### config.mk
export PLATFORM = sky130hd
export DESIGN_NAME = sstf_disk_request_scheduler
export DESIGN_NICKNAME = d
export VERILOG_FILES = /design/src/hw/rtl/sstf_pkg.sv /design/src/hw/rtl/sstf_dist_unit.sv /design/src/hw/rtl/sstf_entry_table.sv /design/src/hw/rtl/sstf_disk_request_scheduler.sv
export SDC_FILE = /design/constraint.sdc
export NUM_CORES = 1
export LEC_CHECK = 0
export ABC_AREA = 1
export BUFFER_PORTS_ARGS = -buffer_cell sky130_fd_sc_hd__buf_2
export CORE_MARGIN = 2
export CORE_UTILIZATION = 61
export DETAILED_ROUTE_END_ITERATION = 8
export PLACE_DENSITY = 0.78
export SYNTH_ARGS = -nofsm -noshare
export SYNTH_HDL_FRONTEND = slang
export SYNTH_SLANG_ARGS = --single-unit
### constraint.sdc
create_clock -name clk_i -period 8.91 [get_ports clk_i]
set_clock_uncertainty 0.05 [all_clocks]
set_input_delay 0.891 -clock clk_i [delete_from_list [all_inputs] [get_ports clk_i]]
set_output_delay 0.891 -clock clk_i [all_outputs]
set_load 0.005 [all_outputs]
### src/hw/rtl/sstf_pkg.sv
// Shared types and constants of the shortest-seek-first request scheduler.
package sstf_pkg;

  // Defaults of the top-level parameters.
  localparam int QUEUE_DEPTH_DEF = 16;
  localparam int REQUESTERS_DEF  = 16;
  localparam int TRACK_BITS_DEF  = 10;

  // Fixed field widths.
  localparam int ID_W     = 4;
  localparam int STATUS_W = 2;
  localparam int CFG_W    = 5;
  localparam int CFG_IDX_W = 1;

  // Configuration register indexes.
  localparam logic [CFG_IDX_W-1:0] CFG_MAX_QUEUE  = 1'b0;
  localparam logic [CFG_IDX_W-1:0] CFG_REQ_COUNT  = 1'b1;

  // Configuration reset values.
  localparam logic [CFG_W-1:0] MAX_QUEUE_RST = 5'd16;
  localparam logic [CFG_W-1:0] REQ_COUNT_RST = 5'd0;

  // Request types.
  localparam logic REQ_TRACK  = 1'b0;
  localparam logic REQ_FINISH = 1'b1;

  // Result status codes.
  localparam logic [STATUS_W-1:0] STATUS_ACCEPTED     = 2'd0;
  localparam logic [STATUS_W-1:0] STATUS_REF_PENDING  = 2'd1;
  localparam logic [STATUS_W-1:0] STATUS_REF_FULL     = 2'd2;
  localparam logic [STATUS_W-1:0] STATUS_FIN_PENDING  = 2'd3;

  // Sequencer states.
  typedef enum logic [2:0] {
    S_IDLE,
    S_SCAN,
    S_DECIDE,
    S_SERVE,
    S_COMPACT
  } state_e;

endpackage

### src/hw/rtl/sstf_dist_unit.sv
// Shared seek distance unit: absolute track distance and nearest-candidate compare.
module sstf_dist_unit #(
  parameter int TRACK_BITS = sstf_pkg::TRACK_BITS_DEF
) (
  input  logic [TRACK_BITS-1:0] cand_track_i,
  input  logic [TRACK_BITS-1:0] head_track_i,
  input  logic [TRACK_BITS-1:0] best_dist_i,
  input  logic                  first_i,
  output logic [TRACK_BITS-1:0] dist_o,
  output logic                  take_o
);

  // Absolute distance from the head to the candidate track.
  assign dist_o = (cand_track_i > head_track_i) ? (cand_track_i - head_track_i)
                                                : (head_track_i - cand_track_i);

  // The first candidate always wins; later ones only when strictly closer.
  assign take_o = first_i || (dist_o < best_dist_i);

endmodule

### src/hw/rtl/sstf_entry_table.sv
// Arrival-ordered table of pending requests: one write port, one registered read port.
module sstf_entry_table #(
  parameter int QUEUE_DEPTH = sstf_pkg::QUEUE_DEPTH_DEF,
  parameter int TRACK_BITS  = sstf_pkg::TRACK_BITS_DEF,
  localparam int AW = (QUEUE_DEPTH > 1) ? $clog2(QUEUE_DEPTH) : 1
) (
  input  logic                        clk_i,
  input  logic                        we_i,
  input  logic [AW-1:0]               waddr_i,
  input  logic [sstf_pkg::ID_W-1:0]   wowner_i,
  input  logic [TRACK_BITS-1:0]       wtrack_i,
  input  logic [AW-1:0]               raddr_i,
  output logic [sstf_pkg::ID_W-1:0]   rowner_o,
  output logic [TRACK_BITS-1:0]       rtrack_o
);

  logic [sstf_pkg::ID_W-1:0] owner_mem [QUEUE_DEPTH];
  logic [TRACK_BITS-1:0]     track_mem [QUEUE_DEPTH];

  // Write port.
  always_ff @(posedge clk_i) begin
    if (we_i) begin
      owner_mem[waddr_i] <= wowner_i;
      track_mem[waddr_i] <= wtrack_i;
    end
  end

  // Registered read port.
  always_ff @(posedge clk_i) begin
    rowner_o <= owner_mem[raddr_i];
    rtrack_o <= track_mem[raddr_i];
  end

endmodule

### src/hw/rtl/sstf_disk_request_scheduler.sv
// Top level of the shortest-seek-first disk request scheduler and its sequencer.
//
// Usage: an event (req_type_i, requester_id_i, track_i) is taken at a rising
// edge with start_i high and busy_o low. A track request joins the pending
// table unless its requester already has one pending or the table is full to
// min(max_queue, live requesters, QUEUE_DEPTH). A finish retires one live
// requester unless that requester still has a request pending. After an
// accepted event, when the table is non-empty and full to that threshold, the
// entry nearest the head track is served (oldest wins ties) and the head
// moves there. Each event gives exactly one result, shown for one cycle with
// done_o high. busy_o is high from the accept until the result strobe. The
// table has a single read port, read once per entry by the nearest-track
// scan and again, for the entries behind the served one, by the compaction.
// The results cannot be held off; the next event may be started in the cycle
// of the strobe. Reset empties the table, puts the head at track 0, clears
// the finish count and loads max_queue = 16 and requester_count = 0.
// Configuration writes (cfg_we_i, cfg_idx_i, cfg_data_i) take effect at once.
module sstf_disk_request_scheduler #(
  parameter int QUEUE_DEPTH = sstf_pkg::QUEUE_DEPTH_DEF,
  parameter int REQUESTERS  = sstf_pkg::REQUESTERS_DEF,
  parameter int TRACK_BITS  = sstf_pkg::TRACK_BITS_DEF
) (
  input  logic                               clk_i,
  input  logic                               rst_ni,
  // Event channel.
  input  logic                               start_i,
  output logic                               busy_o,
  input  logic                               req_type_i,
  input  logic [sstf_pkg::ID_W-1:0]          requester_id_i,
  input  logic [TRACK_BITS-1:0]              track_i,
  // Result channel.
  output logic                               done_o,
  output logic [sstf_pkg::STATUS_W-1:0]      status_o,
  output logic                               served_valid_o,
  output logic [sstf_pkg::ID_W-1:0]          served_requester_o,
  output logic [TRACK_BITS-1:0]              served_track_o,
  // Configuration port.
  input  logic                               cfg_we_i,
  input  logic [sstf_pkg::CFG_IDX_W-1:0]     cfg_idx_i,
  input  logic [sstf_pkg::CFG_W-1:0]         cfg_data_i
);

  localparam int AW    = (QUEUE_DEPTH > 1) ? $clog2(QUEUE_DEPTH) : 1;
  localparam int CntW  = $clog2(QUEUE_DEPTH + 1);
  localparam int CfgW  = sstf_pkg::CFG_W;
  localparam int IdW   = sstf_pkg::ID_W;
  localparam int StW   = sstf_pkg::STATUS_W;
  localparam int CmpW  = (CntW > CfgW) ? CntW : CfgW;
  localparam int ReqW  = $clog2(REQUESTERS + 1);
  localparam int RcW   = (ReqW > CfgW) ? ReqW : CfgW;

  sstf_pkg::state_e state_q, state_d;

  // Configuration and architectural state.
  logic [CfgW-1:0]       maxq_q, rc_q;
  logic [CntW-1:0]       cnt_q, cnt_d;
  logic [TRACK_BITS-1:0] head_q, head_d;
  logic [CfgW-1:0]       fin_q, fin_d;

  // Latched event.
  logic                  ev_type_q, ev_type_d;
  logic [IdW-1:0]        ev_id_q, ev_id_d;
  logic [TRACK_BITS-1:0] ev_trk_q, ev_trk_d;

  // Sequencer working registers.
  logic [CntW-1:0]       idx_q, idx_d;
  logic                  rvalid_q, rvalid_d;
  logic [AW-1:0]         ridx_q, ridx_d;
  logic                  pend_q, pend_d;
  logic                  have_best_q, have_best_d;
  logic [AW-1:0]         best_idx_q, best_idx_d;
  logic [TRACK_BITS-1:0] best_dist_q, best_dist_d;
  logic [IdW-1:0]        best_owner_q, best_owner_d;
  logic [TRACK_BITS-1:0] best_track_q, best_track_d;

  // Result registers.
  logic                  done_q, done_d;
  logic [StW-1:0]        status_q, status_d;
  logic                  sv_q, sv_d;
  logic [IdW-1:0]        sreq_q, sreq_d;
  logic [TRACK_BITS-1:0] strk_q, strk_d;

  // Table ports.
  logic                  tbl_we;
  logic [AW-1:0]         tbl_waddr;
  logic [IdW-1:0]        tbl_wowner;
  logic [TRACK_BITS-1:0] tbl_wtrack;
  logic [IdW-1:0]        rd_owner;
  logic [TRACK_BITS-1:0] rd_track;

  // Distance unit ports.
  logic [TRACK_BITS-1:0] cand_track;
  logic [TRACK_BITS-1:0] seek_dist;
  logic                  take;

  // Threshold path.
  logic [RcW-1:0]        rc_ext, rc_lim;
  logic [CfgW-1:0]       rc_clamped, live, thr_small;
  logic [CmpW-1:0]       thr, cnt_ext;
  logic                  table_full, serve;

  sstf_entry_table #(
    .QUEUE_DEPTH (QUEUE_DEPTH),
    .TRACK_BITS  (TRACK_BITS)
  ) u_table (
    .clk_i    (clk_i),
    .we_i     (tbl_we),
    .waddr_i  (tbl_waddr),
    .wowner_i (tbl_wowner),
    .wtrack_i (tbl_wtrack),
    .raddr_i  (idx_q[AW-1:0]),
    .rowner_o (rd_owner),
    .rtrack_o (rd_track)
  );

  sstf_dist_unit #(
    .TRACK_BITS (TRACK_BITS)
  ) u_dist (
    .cand_track_i (cand_track),
    .head_track_i (head_q),
    .best_dist_i  (best_dist_q),
    .first_i      (!have_best_q),
    .dist_o       (seek_dist),
    .take_o       (take)
  );

  // The scan feeds table entries to the distance unit; the decide step feeds the new request.
  assign cand_track = (state_q == sstf_pkg::S_DECIDE) ? ev_trk_q : rd_track;

  // Live requesters and fill threshold.
  assign rc_ext     = RcW'(rc_q);
  assign rc_lim     = RcW'(REQUESTERS);
  assign rc_clamped = (rc_ext > rc_lim) ? CfgW'(rc_lim) : rc_q;
  assign live       = (rc_clamped > fin_q) ? (rc_clamped - fin_q) : '0;
  assign thr_small  = (maxq_q < live) ? maxq_q : live;
  assign thr        = (CmpW'(thr_small) > CmpW'(QUEUE_DEPTH)) ? CmpW'(QUEUE_DEPTH)
                                                              : CmpW'(thr_small);
  assign cnt_ext    = CmpW'(cnt_q);
  assign table_full = (cnt_ext >= thr) || (cnt_q >= CntW'(QUEUE_DEPTH));

  // Serve decision, taken with the count and finish count updated by the event.
  assign serve = (status_q == sstf_pkg::STATUS_ACCEPTED) && (cnt_q != '0) && (cnt_ext >= thr);

  // Next state.
  always_comb begin
    state_d = state_q;
    unique case (state_q)
      sstf_pkg::S_IDLE: begin
        if (start_i) state_d = sstf_pkg::S_SCAN;
      end
      sstf_pkg::S_SCAN: begin
        if (idx_q >= cnt_q) state_d = sstf_pkg::S_DECIDE;
      end
      sstf_pkg::S_DECIDE: begin
        state_d = sstf_pkg::S_SERVE;
      end
      sstf_pkg::S_SERVE: begin
        state_d = serve ? sstf_pkg::S_COMPACT : sstf_pkg::S_IDLE;
      end
      sstf_pkg::S_COMPACT: begin
        if (idx_q > cnt_q) state_d = sstf_pkg::S_IDLE;
      end
      default: state_d = sstf_pkg::S_IDLE;
    endcase
  end

  // Datapath and outputs of the sequencer.
  always_comb begin
    cnt_d        = cnt_q;
    head_d       = head_q;
    fin_d        = fin_q;
    ev_type_d    = ev_type_q;
    ev_id_d      = ev_id_q;
    ev_trk_d     = ev_trk_q;
    idx_d        = idx_q;
    rvalid_d     = 1'b0;
    ridx_d       = ridx_q;
    pend_d       = pend_q;
    have_best_d  = have_best_q;
    best_idx_d   = best_idx_q;
    best_dist_d  = best_dist_q;
    best_owner_d = best_owner_q;
    best_track_d = best_track_q;
    done_d       = 1'b0;
    status_d     = status_q;
    sv_d         = sv_q;
    sreq_d       = sreq_q;
    strk_d       = strk_q;
    tbl_we       = 1'b0;
    tbl_waddr    = ridx_q;
    tbl_wowner   = rd_owner;
    tbl_wtrack   = rd_track;

    unique case (state_q)
      // Latch the event and start the scan at the oldest entry.
      sstf_pkg::S_IDLE: begin
        if (start_i) begin
          ev_type_d   = req_type_i;
          ev_id_d     = requester_id_i;
          ev_trk_d    = track_i;
          idx_d       = '0;
          pend_d      = 1'b0;
          have_best_d = 1'b0;
        end
      end

      // One entry per cycle: owner match and nearest-track tracking.
      sstf_pkg::S_SCAN: begin
        if (rvalid_q) begin
          if (rd_owner == ev_id_q) pend_d = 1'b1;
          if (take) begin
            have_best_d  = 1'b1;
            best_idx_d   = ridx_q;
            best_dist_d  = seek_dist;
            best_owner_d = rd_owner;
            best_track_d = rd_track;
          end
        end
        if (idx_q < cnt_q) begin
          idx_d    = idx_q + 1'b1;
          rvalid_d = 1'b1;
          ridx_d   = idx_q[AW-1:0];
        end
      end

      // Settle the status, append an accepted request, count a finish.
      sstf_pkg::S_DECIDE: begin
        status_d = sstf_pkg::STATUS_ACCEPTED;
        if (ev_type_q == sstf_pkg::REQ_TRACK) begin
          if (pend_q) begin
            status_d = sstf_pkg::STATUS_REF_PENDING;
          end else if (table_full) begin
            status_d = sstf_pkg::STATUS_REF_FULL;
          end else begin
            tbl_we     = 1'b1;
            tbl_waddr  = cnt_q[AW-1:0];
            tbl_wowner = ev_id_q;
            tbl_wtrack = ev_trk_q;
            cnt_d      = cnt_q + 1'b1;
            if (take) begin
              have_best_d  = 1'b1;
              best_idx_d   = cnt_q[AW-1:0];
              best_dist_d  = seek_dist;
              best_owner_d = ev_id_q;
              best_track_d = ev_trk_q;
            end
          end
        end else begin
          if (pend_q) begin
            status_d = sstf_pkg::STATUS_FIN_PENDING;
          end else if (live != '0) begin
            fin_d = fin_q + 1'b1;
          end
        end
      end

      // Serve the nearest entry or report the event right away.
      sstf_pkg::S_SERVE: begin
        if (serve) begin
          sv_d   = 1'b1;
          sreq_d = best_owner_q;
          strk_d = best_track_q;
          head_d = best_track_q;
          cnt_d  = cnt_q - 1'b1;
          idx_d  = CntW'(best_idx_q) + 1'b1;
        end else begin
          sv_d   = 1'b0;
          sreq_d = '0;
          strk_d = '0;
          done_d = 1'b1;
        end
      end

      // Close the gap: each entry behind the served one moves down by one.
      sstf_pkg::S_COMPACT: begin
        if (rvalid_q) tbl_we = 1'b1;
        if (idx_q <= cnt_q) begin
          idx_d    = idx_q + 1'b1;
          rvalid_d = 1'b1;
          ridx_d   = idx_q[AW-1:0] - 1'b1;
        end else begin
          done_d = 1'b1;
        end
      end

      default: begin
        done_d = 1'b0;
      end
    endcase
  end

  // Configuration registers.
  always_ff @(posedge clk_i or negedge rst_ni) begin
    if (!rst_ni) begin
      maxq_q <= sstf_pkg::MAX_QUEUE_RST;
      rc_q   <= sstf_pkg::REQ_COUNT_RST;
    end else if (cfg_we_i) begin
      unique case (cfg_idx_i)
        sstf_pkg::CFG_MAX_QUEUE: maxq_q <= cfg_data_i;
        sstf_pkg::CFG_REQ_COUNT: rc_q   <= cfg_data_i;
        default: ;
      endcase
    end
  end

  // Control state.
  always_ff @(posedge clk_i or negedge rst_ni) begin
    if (!rst_ni) begin
      state_q  <= sstf_pkg::S_IDLE;
      cnt_q    <= '0;
      head_q   <= '0;
      fin_q    <= '0;
      rvalid_q <= 1'b0;
      done_q   <= 1'b0;
    end else begin
      state_q  <= state_d;
      cnt_q    <= cnt_d;
      head_q   <= head_d;
      fin_q    <= fin_d;
      rvalid_q <= rvalid_d;
      done_q   <= done_d;
    end
  end

  // Payload and working registers.
  always_ff @(posedge clk_i) begin
    ev_type_q    <= ev_type_d;
    ev_id_q      <= ev_id_d;
    ev_trk_q     <= ev_trk_d;
    idx_q        <= idx_d;
    ridx_q       <= ridx_d;
    pend_q       <= pend_d;
    have_best_q  <= have_best_d;
    best_idx_q   <= best_idx_d;
    best_dist_q  <= best_dist_d;
    best_owner_q <= best_owner_d;
    best_track_q <= best_track_d;
    status_q     <= status_d;
    sv_q         <= sv_d;
    sreq_q       <= sreq_d;
    strk_q       <= strk_d;
  end

  assign busy_o             = (state_q != sstf_pkg::S_IDLE);
  assign done_o             = done_q;
  assign status_o           = status_q;
  assign served_valid_o     = sv_q;
  assign served_requester_o = sreq_q;
  assign served_track_o     = strk_q;

endmodule

; ---- Word level (Yosys, flattened, before mapping)
; Memory sizes are Yosys's and may differ from the RTL's. A register that Yosys moved wholly into a read port is not among the register bits.
; Cells that the tools add are included.
[totals]
register_bits = 106
mem_bits_rw = 224
inputBits = 25
mem_count = 2
[memory_table]
columns = memory, words, word_bits, rd, rd_ports_with_merged_regs, write_ports, line
row1 = u_table.track_mem, 16, 10, 1, 1, 1, sstf_entry_table.sv:18  ; logic [TRACK_BITS-1:0] track_mem [QUEUE_DEPTH];
row2 = u_table.owner_mem, 16, 4, 1, 1, 1, sstf_entry_table.sv:17  ; logic [sstf_pkg::ID_W-1:0] owner_mem [QUEUE_DEPTH];
[classes]
n_addsub = 9
n_lt_le_gt_ge = 12
n_eq_ne = 18
muxes = 91
n_bitwise = 2
n_reduce_logical = 29
[op_table]
columns = operator, n
row1 = $mux W10, 17
row2 = $mux W4, 22
row3 = $mux W5, 12
row4 = $pmux W10 S2, 2
row5 = $ne A2 B2 Y1 const B, 13
row6 = $pmux W4 S2, 3
row7 = $pmux W5 S4, 1
row8 = $sub A10 B10 Y10, 2
row9 = $mux W1, 19
row10 = $add A5 B1 Y5 const B, 3
row11 = $pmux W3 S5, 1
row12 = $reduce_and A5 Y1, 3
row13 = $mux W3, 4
row14 = $ge A5 B5 Y1, 2
row15 = $gt A10 B10 Y1, 1
row16 = $gt A5 B5 Y1, 2
row17 = $gt A5 B5 Y1 const B, 2
row18 = $lt A10 B10 Y1, 1
row19 = $lt A5 B5 Y1, 2
row20 = $pmux W5 S2, 1
row21 = $reduce_bool A5 Y1, 2
row22 = $mux W2, 4
row23 = $pmux W1 S2, 4
row24 = $reduce_and A2 Y1, 4
row25 = 24 further kinds, 34

; ---- Depth between registers and ports, before layout
; Gate-level depths: netlist of run 1.
[logic_depth]
word_depth = 16
depth_mapped = 33
ltp_nobuf = 32

; ---- Modules after synthesis
; Synthesis of run 1 repeated with hierarchy kept, for this count alone.
[unflattened]
cells_unflattened = 1767
hier_area_um2 = 16928.7
[by_module_without_submodules]
columns = module, instances, cells_per_inst, area_per_inst_um2, seq_area_each_um2
row1 = sstf_entry_table, 1, 945, 9985.8, 7006.7
row2 = sstf_disk_request_scheduler, 1, 568, 5486.5, 3009.1
row3 = sstf_dist_unit, 1, 254, 1456.4, 0.0

; ---- Worst setup path before layout of run 1
; Ideal clock, no wire load.
[synth_timing]
path_type = reg2reg
startpoint = register rc_q[4], in the netlist rc_ext[4]
endpoint = register best_idx_q[0] (enable)
setup_ns = 0.421
arrival_time_ns = 5.101
required_ns = 8.439
path_slack_ns = 3.338
path_stages_with_launch = 29
path_cell_list = dfrtp_1 > inv_1 > nand2_1 > ha_1 > inv_1 > fa_1 > nand2_1 > nand2_1 > a21oi_1 > xnor2_1 > nand2_1 > ha_1 > nand2_1 > nor2_1 > a211oi_2 > nand2_1 > nand2_1 > nand2_1 > nor2_1 > nand2_1 > nand2_1 > nand2_1 > ha_1 > a21o_1 > a21oi_2 > nand2_2 > nor2_4 > a21oi_1 > a211oi_1
[synth_between]
elab_chain_cells = 12
[synth_lines]
columns = element, line
row1 = from (decl), sstf_disk_request_scheduler.sv:55  ; logic [CfgW-1:0] maxq_q, rc_q;
row2 = from (signal assigned), sstf_disk_request_scheduler.sv:296  ; rc_q <= sstf_pkg::REQ_COUNT_RST;
row3 = from (signal assigned), sstf_disk_request_scheduler.sv:300  ; sstf_pkg::CFG_REQ_COUNT: rc_q <= cfg_data_i;
row4 = $gt A5 B5 Y1, sstf_disk_request_scheduler.sv:133  ; assign rc_clamped = (rc_ext > rc_lim) ? CfgW'(rc_lim) : rc_q;
row5 = $mux W5 (*), sstf_disk_request_scheduler.sv:133
row6 = $sub A5 B5 Y5 or $gt A5 B5 Y1 (tied branches), sstf_disk_request_scheduler.sv:134  ; assign live = (rc_clamped > fin_q) ? (rc_clamped - fin_q) : '0;
row7 = $mux W5 (*), sstf_disk_request_scheduler.sv:134
row8 = $lt A5 B5 Y1, sstf_disk_request_scheduler.sv:135  ; assign thr_small = (maxq_q < live) ? maxq_q : live;
row9 = $mux W5 (*), sstf_disk_request_scheduler.sv:135
row10 = $gt A5 B5 Y1, sstf_disk_request_scheduler.sv:136  ; assign thr = (CmpW'(thr_small) > CmpW'(QUEUE_DEPTH)) ? CmpW'(QUEUE_DEPTH)
row11 = $mux W5 (*), sstf_disk_request_scheduler.sv:136
row12 = $ge A5 B5 Y1 (*), sstf_disk_request_scheduler.sv:139  ; assign table_full = (cnt_ext >= thr) || (cnt_q >= CntW'(QUEUE_DEPTH));
row13 = $logic_or A1 B1 Y1 (*), sstf_disk_request_scheduler.sv:139
row14 = $ne A2 B2 Y1 (no line) (*), n/a
row15 = $reduce_and A7 Y1 (no line) (*), n/a
row16 = to (signal assigned), sstf_disk_request_scheduler.sv:334  ; best_idx_q <= best_idx_d;
row17 = to (decl), sstf_disk_request_scheduler.sv:71  ; logic [AW-1:0] best_idx_q, best_idx_d;
; Every way passes the cells marked *; elsewhere a longest branch is shown, timed or not.
; A chain may end at the register's enable or synchronous reset.

; ---- Worst setup path after layout of run 1
[layout_timing]
startpoint = register rc_q[4], in the netlist rc_ext[4]
endpoint = memory u_table.owner_mem[11][2] (netlist bit) (enable)
[layout_between]
elab_chain_cells = 16
[layout_lines]
columns = element, line
row1 = $gt A5 B5 Y1, sstf_disk_request_scheduler.sv:133
row2 = $mux W5 (*), sstf_disk_request_scheduler.sv:133
row3 = $sub A5 B5 Y5 or $gt A5 B5 Y1 (tied branches), sstf_disk_request_scheduler.sv:134
row4 = $mux W5 (*), sstf_disk_request_scheduler.sv:134
row5 = $lt A5 B5 Y1, sstf_disk_request_scheduler.sv:135
row6 = $mux W5 (*), sstf_disk_request_scheduler.sv:135
row7 = $gt A5 B5 Y1, sstf_disk_request_scheduler.sv:136
row8 = $mux W5 (*), sstf_disk_request_scheduler.sv:136
row9 = $ge A5 B5 Y1 (*), sstf_disk_request_scheduler.sv:139
row10 = $logic_or A1 B1 Y1 (*), sstf_disk_request_scheduler.sv:139
row11 = $mux W1, sstf_disk_request_scheduler.sv:232  ; end else if (table_full) begin
row12 = $mux W1, sstf_disk_request_scheduler.sv:230  ; if (pend_q) begin
row13 = $mux W1, sstf_disk_request_scheduler.sv:229  ; if (ev_type_q == sstf_pkg::REQ_TRACK) begin
row14 = $pmux W1 S2, sstf_disk_request_scheduler.sv:194  ; unique case (state_q)
row15 = $mux W1, sstf_entry_table.sv:22  ; if (we_i) begin
row16 = $mux W1 (not written as such), sstf_entry_table.sv:23  ; owner_mem[waddr_i] <= wowner_i;
row17 = to (decl), sstf_entry_table.sv:17
; Marks and branches as above.

==> results_dict.tcl, run 1 <==
set metrics [dict create \
    startpoint "rc_ext[4]" \
    ir_worst_vdd_uv 392.6 \
    min_period_ps 6680 \
    drt_iter0_drc 1107 \
    grt_first_pass_wirelength_um 56060 \
    leakage_nw 6.839 \
    syn_avg_cell_area_um2 11.14 \
    tightest_slew_ps 1383 \
    grt_usage_pct 27.39 \
    synth_cells 1393 \
    post_cts_buffers 0 \
    num-fill-cells 1801 \
    power.density_mw_per_mm2 417.4 \
    wl_per_cell_um 19.60 \
    cts.clk_slew.worst_paths_ps 60 \
    place_congestion 0.8791 \
    cts_made_buffers 37 \
    fin_crit_sh_pct 74.98 \
    insertion_delay_ps 540 \
    wl_um 35540 \
    start_kind "flip-flop" \
    postCtsResizedCells 0 \
    firstDrtPassIters 6 \
    synth_nets 1475 \
    port_buffers 43 \
    grt_pass1_vias 10630 \
    worst_slack_ps 2230 \
    dpl.hpwl_um 22240 \
    cts.hold.buffers_added 0 \
    r2r-start "rc_ext[4]" \
    ys_ff_latch 344 \
    dpl_cell_area_mm2 0.01619 \
    relSlewSlack_pct 7.463 \
    die-area_mm2 0.02673 \
    die_w_um 163.5 \
    grt_start_max_net_pins 114 \
    diodes 0 \
    cts_tree "done" \
    dr_total_vias 10780 \
    preCtsSetupSlack_ps 2319 \
    maxCapViolCount 0 \
    path_class "flip-flop to flip-flop" \
    drc 0 \
    netlist_top_cells_count "edfxtp_1, nand2_1, o21ai_0" \
    path_common_cell "nand2_1" \
    std_cell_rows 58 \
    synth_top_area_share_pct 57.08 \
    cp.arrival_ps 6770 \
    slowest_delay_ps 1070 \
    async_reset_ff_share_pct 10.17 \
    ys_seq_area_share_pct 64.54 \
    synthFlopType "edfxtp_1" \
    grt_overflow 0 \
    via_per_inst 5.944 \
    cp_slowest_cell "nor2_1" \
    cts_sinks 344 \
    crit_path_max_fanout 39 \
    fin_nets 1536 \
    ys_types 47 \
    r2r_slack_ps 2230 \
    synth_area_leaders "edfxtp_1, o21ai_0, dfrtp_1" \
    antenna_found_initial 0 \
    slew_violations 0 \
    drive_above_1_share_pct 11.73 \
    hold_viol 0 \
    netlist.top_cell.by_area "edfxtp_1" \
    required_ps 9000 \
    hold_class "input pin to async pin" \
    drtAntennaViolNets 0 \
    area_growth_pct 12.15 \
    setup_viol 0 \
    tns_ps 0 \
    clockRootBuffer "clkbuf_16" \
    finalInstanceArea_mm2 0.01741 \
    status "finished, final reports clean" \
    clockBufferDepth 3 \
    cp-end-kind "flip-flop" \
    synth_edf_count 295 \
    fmax_mhz 149.7 \
    yosysWarnings 0 \
    start_util_pct 61.81 \
    synth_most_common_cell "edfxtp_1" \
    rsz0062_at_grt "no" \
    io_pins 44 \
    fp.coreArea_mm2 0.02511 \
    cts_htree_levels 2 \
    die_y_um 163.5 \
    synth_area_mm2 0.01552 \
]
through the flow:
step | utilization, % | instances | total power [mW] | hold slack [ps]
6_report | 69.32 | 1813 | 7.265 | 399.8
5_1_grt | 69.32 | 1813 | 7.800 | 457.3
4_1_cts | 69.32 | 1813 | 7.272 | 427.4
3_5_place_dp | 64.48 | 1745 | 5.734 | 417.6
3_3_place_gp | 64.48 | 1745 | 5.585 | 407.7
2_1_floorplan | - | 1393 | 4.781 | 391.9
logic make-up after synthesis:
logic type | share of synthesized area [%]
buffers and inverters | 5.184
multiplexers | 0.06450
XOR/XNOR | 1.354
adder cells (fa/ha/maj) | 4.789
AND/OR/NAND/NOR | 11.58
AO/OA/AOI/OAI | 12.50
flip-flops | 64.54
power by group:
group | internal (mW) | leakage [nW] | total [mW] | switching [mW]
Clock | 0.911 | 0.593 | 1.53 | 0.622
Combinational | 1.05 | 3.00 | 3.26 | 2.22
Sequential | 2.32 | 3.25 | 2.47 | 0.147
worst max-delay path: cells and delay by family, from the launching register on:
family          cells  cell delay [ps]
simple gates       18             3220
compound gates      5             1160
fa+ha+maj           4             1120
flops               1              440
buf+inv             2              130
xor+xnor            1              130
worst paths after layout:
check,endpoint,cells past startpoint
max in group asynchronous,head_q[0],1
min,fin_q[4],1
max reg2reg,u_table.owner_mem[11][2],30
min reg2reg,fin_q[4],2
min in group clk_i,fin_q[4],2
max,u_table.owner_mem[11][2],30
area by class of cell:
class                           count  area [um2]  share of cell area [%]
Clock buffer                       50       996.0                   5.722
Clock inverter                     18       220.2                   1.265
Inverter                          146       548.0                   3.149
Multi-Input combinational cell    843        4705                   27.03
Sequential cell                   344       10020                   57.54
Tap cell                          330       412.9                   2.372
Timing Repair Buffer               82       508.0                   2.919
state kept, by name (all words and copies together), names as in the netlist, 3 cells and up:
name,cells
ev_id_q,4
best_track_q,10
state_q,3
maxq_q,5
best_idx_q,4
served_track_o,10
cnt_ext,5
idx_q,5
u_table.owner_mem,64
best_owner_q,4
u_table.track_mem,160
fin_q,5
ridx_q,4
served_requester_o,4
best_dist_q,10
head_q,10
u_table.rtrack_o,10
u_table.rowner_o,4
rc_ext,5
ev_trk_q,10
cells in the final DEF, fill, tap and decap left out, types with 11 or more instances in the layout:
cell and instances:
o21ai_0 184, clkbuf_1 12, o22ai_1 16, nand3_1 32
dfxtp_1 14, a21oi_1 37, o211ai_1 16, xor2_1 17
o221ai_1 41, dfrtp_1 34, buf_4 39, inv_1 137
clkbuf_16 38, nand2_2 11, buf_2 43, edfxtp_1 295
ha_1 53, nand2_1 191, nor2_1 180
metal layers:
layer / GRT usage [%] / part of all wire, %
met1: 37.64 / 41
met2: 43.96 / 47
met3: 4.317 / 8.7
met4: 11.48 / 3.6
met5: 0 / 0
No activity file was read; power rests on OpenSTA's default activity.
==> inputs of run 2 (changes only) <==
Settings changed: CORE_UTILIZATION 61 to 56, PLACE_DENSITY 0.78 to 0.76.
Clock period 8.91 ns to 6 ns, I/O delays scaled along.
==> results_dict.tcl, run 2 (synthesis results as in run 1) <==
set metrics [dict create \
    min_period_ps 5393 \
    num-fill-cells 2040 \
    power.density_mw_per_mm2 615.4 \
    start_kind "flip-flop" \
    hold_viol 0 \
    fin_nets 1539 \
    hold_class "input pin to async pin" \
    wl_um 34810 \
    diodes 0 \
    cts_tree "done" \
    r2r-start "rc_ext[4]" \
    status "finished, final reports clean" \
    tns_ps 0 \
    drive_above_1_share_pct 11.79 \
    place_congestion 0.9189 \
    clockRootBuffer "clkbuf_16" \
    die-area_mm2 0.02906 \
    start_util_pct 57.27 \
    grt_pass1_vias 10210 \
    port_buffers 43 \
    cts_made_buffers 37 \
    top_regs "u_table.track_mem: 160 flops, u_table.owner_mem: 64 flops" \
    rsz0062_at_grt "no" \
    top_register "u_table.track_mem" \
    crit_path_max_fanout 14 \
    r2r_slack_ps 610 \
    multiInputGateArea_mm2 0.004712 \
    die_y_um 170.5 \
    via_per_inst 5.726 \
    regToRegEndpoint "u_table.track_mem[2][8]" \
    grt_overflow 0 \
    post-route-util_pct 64.21 \
    cp.arrival_ps 5550 \
    slowest_delay_ps 430 \
    setup_viol 0 \
    firstDrtPassIters 6 \
    slew_violations 0 \
    cts.clk_slew.worst_paths_ps 60 \
    fp.coreArea_mm2 0.02710 \
    wl_per_cell_um 18.75 \
    clockBufferDepth 3 \
    grt_usage_pct 24.65 \
    cts_htree_levels 2 \
    tightest_slew_ps 1079 \
    fmax_mhz 185.4 \
    required_ps 6160 \
    drt_iter0_drc 1207 \
    grt_start_max_net_pins 113 \
    leakage_nw 6.815 \
    cts_sinks 344 \
    antenna_found_initial 0 \
    dpl.hpwl_um 22860 \
    std_cell_rows 60 \
    grt_first_pass_wirelength_um 54550 \
    area_growth_pct 12.12 \
    cp-end-kind "flip-flop" \
    die_w_um 170.5 \
    reg2reg_depth 31 \
    insertion_delay_ps 520 \
    maxCapViolCount 0 \
    seq_area_mm2 0.01002 \
    final_cell_mix "edfxtp_1, nand2_1, o21ai_0, nor2_1, inv_1" \
    largest_reg_flops 160 \
    ir_worst_vdd_uv 265.5 \
    dr_total_vias 10630 \
    path_common_cell "nand2_1" \
    io_pins 44 \
    layout_commonest_cell "edfxtp_1" \
    path_class "flip-flop to flip-flop" \
    drtAntennaViolNets 0 \
    cp_slowest_cell "dfrtp_1" \
    fin_crit_sh_pct 89.88 \
    relSlewSlack_pct 28.05 \
    drc 0 \
]
-- run 2: worst max-delay path: cells and delay by family, from the launching register on --
kind            cells  cell delay (ps)
simple gates       18             1940
fa+ha+maj           4             1120
compound gates      5             1020
flops               1              430
buf+inv             3              380
xor+xnor            1              130
-- run 2: final cells by class --
class / instances / area share [%]
sequential: 344 / 57.56
inverter: 146 / 3.150
timing repair buffer: 85 / 3.049
clock buffer: 46 / 5.630
clock inverter: 20 / 0.8557
multi-input combinational: 843 / 27.08
tap: 372 / 2.675
-- run 2: worst max path at each step --
stage | from | to | slack, ps | cells past startpoint
after floorplan | rc_ext[4] | best_idx_q[0] | 430 | 28
after global placement | rc_ext[4] | u_table.owner_mem[8][0] | 670 | 31
after detailed placement | rc_ext[4] | u_table.track_mem[2][3] | 490 | 31
after CTS | rc_ext[4] | u_table.owner_mem[2][1] | 460 | 31
after global routing | rc_ext[4] | u_table.track_mem[10][7] | 70 | 31
final | rc_ext[4] | u_table.track_mem[2][8] | 610 | 31
-- run 2: what timing repair did --
action / in CTS / in global routing
endpoints found under the setup margin: 0 / 224
setup buffers: 0 / 0
hold buffers: 0 / 0
resized for setup: 0 / 1
-- run 2: power by group --
part           internal (mW)  switching (mW)
registers               3.45           0.231
logic                   1.56            3.35
clock network           1.24           0.881
-- run 2: per-layer routing --
metal | global-route usage [%] | routed length, um
met1 | 34.67 | 14570
met2 | 39.24 | 16220
met3 | 3.837 | 2818
met4 | 9.030 | 1198
met5 | 0 | 0
-- run 2: stage by stage --
stage / setup WS [ps] / hold slack [ps] / area (um2) / instances / power [mW]
after floorplan: 428.0 / 254.4 / 15520 / 1393 / 7.100
after global placement: 665.5 / 410.9 / 16260 / 1790 / 8.395
after detailed placement: 491.6 / 424.1 / 16260 / 1790 / 8.575
after CTS: 457.5 / 152.1 / 17390 / 1856 / 10.71
after global routing: 72.70 / 191.6 / 17400 / 1856 / 11.50
final: 607.2 / 128.5 / 17400 / 1856 / 10.71
